## src/design/palette_subtitle_luma_blend_macros.svh

```systemverilog
// ----------------------------------------------------------------------------
// Assertion macros for the subtitle luma blend block
// Short forms for the concurrent checks, clocked on clk_i, off during reset.
// ----------------------------------------------------------------------------
`ifndef PALETTE_SUBTITLE_LUMA_BLEND_MACROS_SVH
`define PALETTE_SUBTITLE_LUMA_BLEND_MACROS_SVH

// Same-cycle implication.
`define PSL_ASSERT_NOW(lbl, ante, cons, msg) \
  lbl: assert property (@(posedge clk_i) disable iff (!rst_ni) (ante) |-> (cons)) \
    else $error(msg);

// Next-cycle implication.
`define PSL_ASSERT_NEXT(lbl, ante, cons, msg) \
  lbl: assert property (@(posedge clk_i) disable iff (!rst_ni) (ante) |=> (cons)) \
    else $error(msg);

`endif

```

## src/design/psl_pkg.sv

```systemverilog
// ----------------------------------------------------------------------------
// psl_pkg
// Types and constants shared by the subtitle luma blend modules.
// ----------------------------------------------------------------------------
package psl_pkg;

  localparam int unsigned COORD_W   = 12;
  localparam int unsigned DIM_W     = 12;
  localparam int unsigned LUMA_W    = 8;
  localparam int unsigned IDX_W     = 8;
  localparam int unsigned RGBA_W    = 32;
  localparam int unsigned CFG_IDX_W = 3;
  localparam int unsigned ENTRY_W   = 16;

  // Register indexes of the configuration port.
  typedef enum logic [CFG_IDX_W-1:0] {
    CFG_FRAME_WIDTH  = 3'd0,
    CFG_FRAME_HEIGHT = 3'd1,
    CFG_BOX_X        = 3'd2,
    CFG_BOX_Y        = 3'd3,
    CFG_BLEND_MODE   = 3'd4
  } cfg_reg_e;

  localparam logic REQ_PALETTE  = 1'b0;
  localparam logic REQ_PIXEL    = 1'b1;
  localparam logic MODE_OVERLAY = 1'b0;
  localparam logic MODE_BITMAP  = 1'b1;

  localparam logic [DIM_W-1:0] FRAME_WIDTH_RST  = 12'd720;
  localparam logic [DIM_W-1:0] FRAME_HEIGHT_RST = 12'd576;

  // RGB to luma coefficients, scaled by 1024, plus the black offset.
  localparam logic [9:0]        COEF_R      = 10'd263;
  localparam logic [9:0]        COEF_G      = 10'd516;
  localparam logic [9:0]        COEF_B      = 10'd100;
  localparam logic [LUMA_W-1:0] LUMA_OFFSET = 8'd16;
  localparam logic [LUMA_W-1:0] ALPHA_FULL  = 8'd255;
  localparam logic [LUMA_W-1:0] NOISE_LEVEL = 8'd10;

  typedef struct packed {
    logic                 req_type;
    logic [IDX_W-1:0]     palette_index;
    logic [RGBA_W-1:0]    palette_rgba;
    logic [COORD_W-1:0]   box_col;
    logic [COORD_W-1:0]   box_row;
    logic [LUMA_W-1:0]    background_luma;
  } psl_in_t;

  typedef struct packed {
    logic [LUMA_W-1:0] blended_luma;
    logic              inside_clip;
    logic              ink_above_noise;
  } psl_out_t;

  // Pixel control that travels alongside the palette read.
  typedef struct packed {
    logic              in_range;
    logic              merged;
    logic [LUMA_W-1:0] bg;
  } psl_pix_ctl_t;

endpackage

```

## src/design/psl_blend.sv

```systemverilog
// ----------------------------------------------------------------------------
// psl_blend
// Alpha multiply stage and output register with the clip and ink flags.
// ----------------------------------------------------------------------------
module psl_blend
  import psl_pkg::*;
(
  input  logic               clk_i,
  input  logic               rst_ni,
  input  logic               valid_i,
  input  psl_pix_ctl_t       ctl_i,
  input  logic [ENTRY_W-1:0] entry_i,
  input  logic               mode_i,
  output logic               ready_o,
  output logic               out_valid_o,
  input  logic               out_ready_i,
  output psl_out_t           out_data_o
);

  logic              v3_q;
  logic              vo_q;
  logic              ld_out;
  logic              ld_mul;
  logic [LUMA_W-1:0] luma;
  logic [LUMA_W-1:0] alpha;
  logic [15:0]       ink_q;
  logic [15:0]       back_q;
  logic              merged_q;
  logic [LUMA_W-1:0] bg_q;
  logic [16:0]       sum;
  logic [LUMA_W-1:0] val;
  psl_out_t          out_d;
  psl_out_t          out_q;

  assign ld_out  = !vo_q || out_ready_i;
  assign ld_mul  = !v3_q || ld_out;
  assign ready_o = ld_mul;

  // An index beyond the palette reads as luma 0 and alpha 0.
  assign luma  = ctl_i.in_range ? entry_i[7:0]  : '0;
  assign alpha = ctl_i.in_range ? entry_i[15:8] : '0;

  always_ff @(posedge clk_i or negedge rst_ni) begin
    if (!rst_ni) begin
      v3_q <= 1'b0;
      vo_q <= 1'b0;
    end else begin
      if (ld_mul) begin
        v3_q <= valid_i;
      end
      if (ld_out) begin
        vo_q <= v3_q;
      end
    end
  end

  always_ff @(posedge clk_i) begin
    if (ld_mul) begin
      ink_q    <= luma * alpha;
      back_q   <= (ALPHA_FULL - alpha) * ctl_i.bg;
      merged_q <= ctl_i.merged;
      bg_q     <= ctl_i.bg;
    end
    if (ld_out) begin
      out_q <= out_d;
    end
  end

  assign sum = (mode_i == MODE_BITMAP) ? {1'b0, ink_q} : 17'(ink_q) + 17'(back_q);
  assign val = sum[15:8];

  always_comb begin
    out_d.blended_luma    = merged_q ? val : bg_q;
    out_d.inside_clip     = merged_q;
    out_d.ink_above_noise = merged_q && (val > NOISE_LEVEL);
  end

  assign out_valid_o = vo_q;
  assign out_data_o  = out_q;

endmodule

```

## config.mk

```make
export PLATFORM = sky130hd
export DESIGN_NAME = psl_blend
export DESIGN_NICKNAME = d
export VERILOG_FILES = /design/src/design/palette_subtitle_luma_blend_macros.svh /design/src/design/psl_pkg.sv /design/src/design/psl_blend.sv
export SDC_FILE = /design/constraint.sdc
export NUM_CORES = 1
export LEC_CHECK = 0
export BUFFER_PORTS_ARGS = -buffer_cell sky130_fd_sc_hd__buf_2
export CORE_UTILIZATION = 25
export CTS_BUF_LIST = sky130_fd_sc_hd__clkbuf_8
export DETAILED_ROUTE_END_ITERATION = 6
export MAX_ROUTING_LAYER = met4
export PLACE_DENSITY = 0.39
export SLEW_MARGIN = 20
export SYNTH_ARGS = -nofsm -noshare
export SYNTH_HDL_FRONTEND = slang
export SYNTH_SLANG_ARGS = --single-unit
```

## constraint.sdc

```tcl
create_clock -name clk_i -period 3.7 [get_ports clk_i]
set_input_delay 0.185 -clock clk_i [delete_from_list [all_inputs] [get_ports clk_i]]
set_output_delay 0.185 -clock clk_i [all_outputs]
set_load 0.05 [all_outputs]
```

* Word-level counts from Yosys, hierarchy flattened *
Cells that the tools add are included.

cells by class
  add/sub/neg operators = 2
  multipliers = 2
  order comparisons = 1
  mux-type cells = 4
  reduce and logical (&&, ||, !) cells = 5

operators with widths
  operator                                             number
  two-way mux 8 bit                                    3
  adder 16 bit                                         1
  multiplier 8 x 8 -> 16 bit                           1
  multiplier 9 x 9 -> 16 bit                           1
  two-way mux 16 bit                                   1
  subtractor 8 x 8 -> 9 bit (first input constant)     1
  > comparator 8 x 4 -> 1 bit (second input constant)  1
  zero test 1 bit                                      2
  logical OR 1 bit                                     2
  logical AND 1 bit                                    1

storage, ports and cells
  register bits after elaboration = 53
  input bits = 31
  output and inout port bits = 12
  word-level logic and storage cells = 23

* Depth between registers and ports, before layout *
Gate-level depths: netlist (run 1).

  depth after elaboration = 4
  gate-level depth with buffers = 21

* Least setup slack after synthesis (run 1) *
No wires, ideal clock.

  path kind = input -> register
  from = in ctl_i[9] (netlist bit)
  to = reg ink_q[15] (data pin)
  setup time = 0.260 ns
  arrival = 4.394 ns
  data required time = 3.440 ns
  slack = -0.954 ns
  stages on the path = 18
  path buffers = 3
  cell sequence = clkbuf_1 > clkbuf_1 > clkbuf_1 > nand3_1 > fa_1 > fa_1 > inv_1 > fa_1 > inv_1 > fa_1 > inv_1 > ha_1 > a21boi_0 > o21ai_0 > a21oi_1 > o2111ai_1 > a31oi_1 > xnor2_1

on the way
  word-level cells in the longest chain between the ends = 2
  elaborated cells on any way between the ends = 3
  those cells by class = mul: 1; mux: 2

RTL lines
  element                                      line                              text
  from (decl)                                  psl_blend.sv:11                   input psl_pix_ctl_t ctl_i,
  two-way mux 8 bit, on equally long branches  psl_blend.sv:40, psl_blend.sv:41
  multiplier 8 x 8 -> 16 bit (*)               psl_blend.sv:59                   ink_q <= luma * alpha;
  to (signal assigned)                         psl_blend.sv:59
  to (decl)                                    psl_blend.sv:26                   logic [15:0] ink_q;

Mark *: on every way between the ends. The rest lies on a longest branch, timed or not.
A chain may end at the register's enable or synchronous reset.

* Worst setup path in the final report (run 1) *
  from = in ctl_i[9] (netlist bit)
  to = reg back_q[14] (data pin)

on the way
  word-level cells in the longest chain between the ends = 3

RTL lines
  element                     line             text
  two-way mux 8 bit           psl_blend.sv:41  assign alpha = ctl_i.in_range ? entry_i[15:8] : '0;
  subtractor 8 x 8 -> 9 bit   psl_blend.sv:60  back_q <= (ALPHA_FULL - alpha) * ctl_i.bg;
  multiplier 9 x 9 -> 16 bit  psl_blend.sv:60
  to (signal assigned)        psl_blend.sv:60
  to (decl)                   psl_blend.sv:27  logic [15:0] back_q;

Every way passes these cells.

==> metrics.md, run 1 <==
| Metric | Value |
|---|---|
| Slew HR | 67.32% |
| Clock Skew | 0.009543 ns |
| Routability Congestion | 0.8281 |
| Mux share of post-synthesis cell area | 0.1724% |
| Min Hold Slack | 0.05455 ns |
| Startpoint Class | input port |
| DRC | 0 |
| Area of the die | 26780 um2 |
| Tcrit/Tclk final | 105.1% |
| Minimum clock period | 3.890 ns |
| CTS Buf Count | 5 |
| I/O Buffers | 42 |
| First-pass GRT wire length | 26650 um |
| Detailed Route Iter0 Violations | 204 |
| Worst vdd ir | 0.3060 mV |
| Clock sink total | 53 |
| Synth cell count leaders | inv_1 (119), ha_1 (88), fa_1 (73) |
| Drt pass-1 iters | 4 |
| Post-Synth Simple-Gate Area | 17.43% |
| Largest family of logic cells by synthesized area | adder cells |
| # setup viols final | 9 |
| CTS tree | done |
| Synth area leader | edfxtp_1 |
| Post-synth EDFFs | 51 |
| R2R Setup Slk | 1.05 ns |
| Cell family with most CP delay | adder cells |
| Max stage delay cell, worst path | fa_1 |
| WP buf/inv | 6 |
| Total GRT Usage | 12.90% |
| Die width | 163.6 um |
| Worst setup margin | -0.1903 ns |
| Leak pwr | 4.209 nW |
| Final hold viol count | 0 |
| CP most frequent cell | fa_1 |
| Total Routed Length | 15590 um |
| Initial Util | 25.72% |
| CTS root buf | clkbuf_8 |
| Crit path DAT | 3.95 ns |
| Crit path max fanout | 7 |
| Yosys warning count | 0 |
| CORE AREA | 25400 um2 |
| # nets final | 987 |
| Rows | 58 |
| Count leader, synth | inv_1 |
| Post-route ant nets | 0 |
| Crit path capture type | register |
| Final Util | 33.18% |
| Overall Power | 4.854 mW |
| Failing checks | negative setup slack |
| P per Cell Area | 576.0 nW/um2 |
| Prevailing post-synth register cell | edfxtp_1 |
| Sequential share of the synthesized area | 24.21% |
| Clk_lat worst skew | 0.31 ns |
| Dpl hpwl | 13200 um |
| Compound-Gate Fraction of Synth Area | 8.006% |
| # IOs | 43 |
| Initial antenna violation count | 0 |
| Largest net degree at the start of global routing | 36 |
| Area contributors post-synth | edfxtp_1 (23%), fa_1 (22%), ha_1 (17%) |
| Syn Nets | 842 |
| Crit path cell chain | buf_16, buf_12, nand2_8, nand2_4, fa_1, inv_1, fa_1, ha_1, inv_2, fa_1, inv_2, buf_6, fa_2, a21o_1, a21oi_4, o21bai_1, a21oi_2, o21ai_1, a21oi_2, nand4b_1, nand3_1 |
| Share of the synthesized area in the top cell type | 23.44% |
| Max Fclk | 257.1 MHz |
| Final instance area | 8427 um2 |
| Clk pin slew, worst setup/hold paths | 0.10 ns |
| Area growth, synth to finish | 29.00% |
| Via density | 4.421 |
| Share of cells above drive strength 1 | 28.52% |
| DP Worst Slack | -0.8759 ns |
| CP Class | in2reg |
| Post-synthesis xor/xnor area fraction | 3.352% |
| Avg WL per Cell | 13.84 um |
| # H-tree levels | 2 |
| Max-cap check violation count | 0 |
| Placed cell areas | 8036 um2 |
| Synthesis-stage register bit count | 53 |
| Gate Count Post-Synth | 650 |
| Vias | 4978 |
| Post-synth ARST share | 3.774% |
| # diodes | 0 |
| Slew Limit Fails | 0 |
| Post-Synth Adder-Cell Area | 39.23% |
| Global route overflow | 0 |
| Netlist cell types | 52 |
| Die Y | 163.6 um |
| Status | finished with violations |
| Data required, critical path | 3.76 ns |
| Hold Path Class | in2reg |
| Tightest Pin Transition | 0.4903 ns |
| RSZ-0062 raised after global routing | yes |
| Largest stage delay, worst path | 0.51 ns |
| Vias in the first global route | 5399 |
| Synthesized area | 6533 um2 |
| Syn_area_per_cell | 10.05 um2 |
| Longest Clk Path Bufs | 2 |
## layout by cell type (no fill, tap or decap), types with 5 or more instances in the layout
master	Yosys	routed
a21oi_2	0	6
fa_2	0	9
inv_2	0	9
nand2_1	38	27
ha_4	0	7
nand3_1	20	17
buf_4	0	98
fa_1	73	64
inv_1	119	110
o21ai_2	0	5
buf_6	1	6
nor3_1	5	5
nor2_1	20	19
a21oi_1	21	13
ha_1	88	81
a21o_1	5	5
clkbuf_8	0	5
nand2_4	0	5
xor2_1	7	7
xnor2_1	18	17
edfxtp_1	51	51
o21ai_0	15	8
and3_1	57	57
and2_1	46	45
buf_2	1	38
## timing repair
| item | 4_1_cts | 5_1_grt |
|---|---|---|
| resized for setup | 28 | 25 |
| hold buffers | 1 | 0 |
| endpoints found under the hold margin | 2 | 0 |
| pin swaps | 26 | 27 |
| setup endpoints to repair | 14 | 14 |
| setup buffers | 9 | 1 |
## worst paths after layout
| path | start | end | cells past startpoint |
|---|---|---|---|
| worst max-delay path | ctl_i[9] | back_q[14] | 21 |
| worst min-delay path | ctl_i[8] | merged_q | 1 |
| worst max register to register | ink_q[2] | out_data_o[0] | 9 |
| worst min register to register | v3_q | out_valid_o | 1 |
| max in group asynchronous | rst_ni | v3_q | 2 |
| min in group asynchronous | rst_ni | out_valid_o | 2 |
## layout make-up
type | instances | area, um2
clock buffer | 5 | 68.82
clock inverter | 3 | 25.02
fill | 2639 | 16970
inverter | 119 | 446.7
multi-input combinational | 467 | 4791
sequential | 53 | 1582
tap | 330 | 412.9
timing repair buffer | 149 | 1101
## layer usage
metal	part of all wire [%]	track usage [%]	vias to the layer above	wire [um]
met5	0	-	-	0
met2	48	22.00	45	7486
met1	49	16.27	2462	7577
met4	0.57	1.936	0	89
met3	2.8	2.133	9	434
li1	-	-	2462	-
## state kept, by name, summed over array words and instances, names as in the netlist
name         count
back_q          16
bg_q             8
ink_q           16
merged_q         1
out_data_o      10
out_valid_o      1
v3_q             1
## per-stage QoR
| stage | setup TNS [ns] | instances |
|---|---|---|
| after detailed placement | -10.16 | 1108 |
| after global placement | -9.416 | 1108 |
| after global routing | -2.938 | 1126 |
| final | -0.8426 | 1126 |
| after CTS | -1.318 | 1125 |
| after floorplan | -3.217 | 650 |
## logic make-up (layout without fill, tap and decap cells)
kind of cell / Yosys count / in the layout
simple gates: 206 / 206
flops: 53 / 53
xor+xnor: 25 / 25
buf+inv: 130 / 276
mux: 1 / 1
compound gates: 74 / 74
fa+ha+maj: 161 / 161
## power breakdown
part           internal [mW]  switching [mW]  total [mW]
clock                  0.137           0.204       0.341
combinational           1.72            1.75        3.47
sequential             0.962          0.0780        1.04
(Power assumes the default switching activity.)
==> run 2, diff against run 1 <==
clock period = 3.8 ns   (was 3.7 ns; I/O delays follow)
==> metrics.md, run 2 (synthesis results as in run 1) <==
| Metric | Value |
|---|---|
| Max-cap check violation count | 0 (unchanged) |
| Clock Skew | 0.01639 ns (was 0.009543 ns) |
| Worst vdd ir | 0.3143 mV (was 0.3060 mV) |
| Startpoint Class | input port (unchanged) |
| CTS Buf Count | 5 (unchanged) |
| CORE AREA | 25400 um2 (unchanged) |
| Crit path cell chain | buf_16, buf_6, nand2_8, nand2_1, fa_1, fa_1, inv_1, fa_1, inv_1, fa_1, inv_1, ha_4, a21o_1, a21oi_2, o21ai_2, o41ai_2, xnor2_1 (was buf_16, buf_12, nand2_8, nand2_4, fa_1, inv_1, fa_1, ha_1, inv_2, fa_1, inv_2, buf_6, fa_2, a21o_1, a21oi_4, o21bai_1, a21oi_2, o21ai_1, a21oi_2, nand4b_1, nand3_1) |
| CTS root buf | clkbuf_8 (unchanged) |
| Data required, critical path | 3.88 ns (was 3.76 ns) |
| Vias | 4957 (was 4978) |
| Longest Clk Path Bufs | 2 (unchanged) |
| Post-route ant nets | 0 (unchanged) |
| I/O Buffers | 42 (unchanged) |
| Die width | 163.6 um (unchanged) |
| CP Class | in2reg (unchanged) |
| Slew HR | 37.99% (was 67.32%) |
| Vias in the first global route | 5330 (was 5399) |
| Die Y | 163.6 um (unchanged) |
| Largest stage delay, worst path | 0.53 ns (was 0.51 ns) |
| # IOs | 43 (unchanged) |
| Crit path max fanout | 7 (unchanged) |
| Max stage delay cell, worst path | fa_1 (unchanged) |
| Minimum clock period | 3.844 ns |
| Max Fclk | 260.1 MHz |
| Tightest Pin Transition | 0.9273 ns (was 0.4903 ns) |
| P per Cell Area | 551.4 nW/um2 (was 576.0 nW/um2) |
| Share of cells above drive strength 1 | 28.29% (was 28.52%) |
| Commonest cells after routing, fill and taps aside | inv_1 (111), buf_4 (104), ha_1 (81) (was inv_1 (110), buf_4 (98), ha_1 (81)) |
| Final hold viol count | 0 (unchanged) |
| Global route overflow | 0 (unchanged) |
| Failing checks | negative setup slack (unchanged) |
| RSZ-0062 raised after global routing | yes (unchanged) |
| # H-tree levels | 2 (unchanged) |
| Largest net degree at the start of global routing | 29 (was 36) |
| Clock sink total | 53 (unchanged) |
| Clk pin slew, worst setup/hold paths | 0.11 ns (was 0.10 ns) |
| Detailed Route Iter0 Violations | 165 (was 204) |
| Overall Power | 4.635 mW (was 4.854 mW) |
| Area growth, synth to finish | 28.67% (was 29.00%) |
| DRC | 0 (unchanged) |
| Initial Util | 25.72% (unchanged) |
| Leak pwr | 4.202 nW (was 4.209 nW) |
| Slew Limit Fails | 0 (unchanged) |
| Rows | 58 (unchanged) |
| Initial antenna violation count | 0 (unchanged) |
| Total GRT Usage | 12.71% (was 12.90%) |
| Worst setup margin | -0.04441 ns (was -0.1903 ns) |
| Drt pass-1 iters | 4 (unchanged) |
| Area of the die | 26780 um2 (unchanged) |
| WP buf/inv | 5 (was 6) |
| # setup viols final | 4 (was 9) |
| Leading cell type in the layout, fill and taps excluded | inv_1 (unchanged) |
| Dpl hpwl | 13410 um (was 13200 um) |
| First-pass GRT wire length | 25980 um (was 26650 um) |
| Avg WL per Cell | 13.85 um (was 13.84 um) |
| # nets final | 990 (was 987) |
| Crit path DAT | 3.92 ns (was 3.95 ns) |
| Routability Congestion | 0.8123 (was 0.8281) |
| Status | finished with violations (unchanged) |
| Cell family with most CP delay | adder cells (unchanged) |
| Total Routed Length | 15630 um (was 15590 um) |
| Tcrit/Tclk final | 101.2% |
| CP most frequent cell | fa_1 (unchanged) |
| Non-Filler Instances | 1129 (was 1126) |
| # diodes | 0 (unchanged) |
| Clk_lat worst skew | 0.32 ns (was 0.31 ns) |
| Via density | 4.391 (was 4.421) |
| CTS tree | done (unchanged) |
| Cell count after placement | 1106 (was 1108) |
| Crit path capture type | register (unchanged) |
| Hold Path Class | in2reg (unchanged) |
==> run 2: cell types whose count changed in the layout (fill, tap and decap cells not counted), sizes merged <==
cell      delta
clkinv       -1
clkinvlp     +1
clkbuf       -1
buf          +4
==> run 2: worst paths after layout <==
path                            startpoint             to  slack (ns)  cells after the start
worst max-delay path              ctl_i[9]     back_q[15]       -0.04                     17
worst min-delay path               valid_i           v3_q        0.05                      2
worst max register to register    ink_q[2]  out_data_o[0]        1.15                      9
worst min register to register        v3_q    out_valid_o        0.50                      1
max in group asynchronous           rst_ni    out_valid_o        3.54                      2
min in group asynchronous           rst_ni           v3_q        0.17                      2
==> run 2: area by class of cell <==
type | count | area, um2
Timing Repair Buffer | 152 | 1114
Clock inverter | 3 | 26.28
Multi-Input combinational cell | 467 | 4756
Sequential cell | 53 | 1582
Fill cell | 2622 | 16990
Clock buffer | 5 | 68.82
Tap cell | 330 | 412.9
Inverter | 119 | 446.7
==> run 2: timing repair <==
action	in CTS	in global routing
setup buffers	12	2
gates cloned	0	0
hold endpoints to repair	2	0
gates resized for setup	31	17
endpoints found under the setup margin	13	13
hold buffers	1	0
pin swaps	24	13
==> run 2: report_power, final <==
group / internal (mW) / leakage (nW) / total [mW] / switching [mW]
Combinational: 1.62 / 3.61 / 3.28 / 1.66
Clock: 0.134 / 0.0423 / 0.340 / 0.206
Sequential: 0.936 / 0.548 / 1.01 / 0.0783
==> run 2: stage by stage <==
step	setup TNS [ns]	worst slack [ns]	util, %	hold WS, ns	cell area [um2]
after floorplan	-2.112	-0.3358	-	-0.1056	6763
after global placement	-7.969	-0.7077	31.48	-0.02646	7996
after detailed placement	-8.571	-0.7753	31.48	-0.02230	7996
after CTS	-0.3112	-0.1110	32.76	0.03890	8320
after global routing	-1.318	-0.2197	33.09	0.04314	8406
final	-0.1194	-0.04441	33.09	0.05499	8406
==> run 2: layer usage <==
metal  GRT usage [%]  part of all wire (%)  up-vias
li1                -                     -     2468
met1           15.78                    47     2422
met2           22.25                    50       52
met3           1.701                   2.3       15
met4           1.978                  0.97        0
met5               -                     0        -
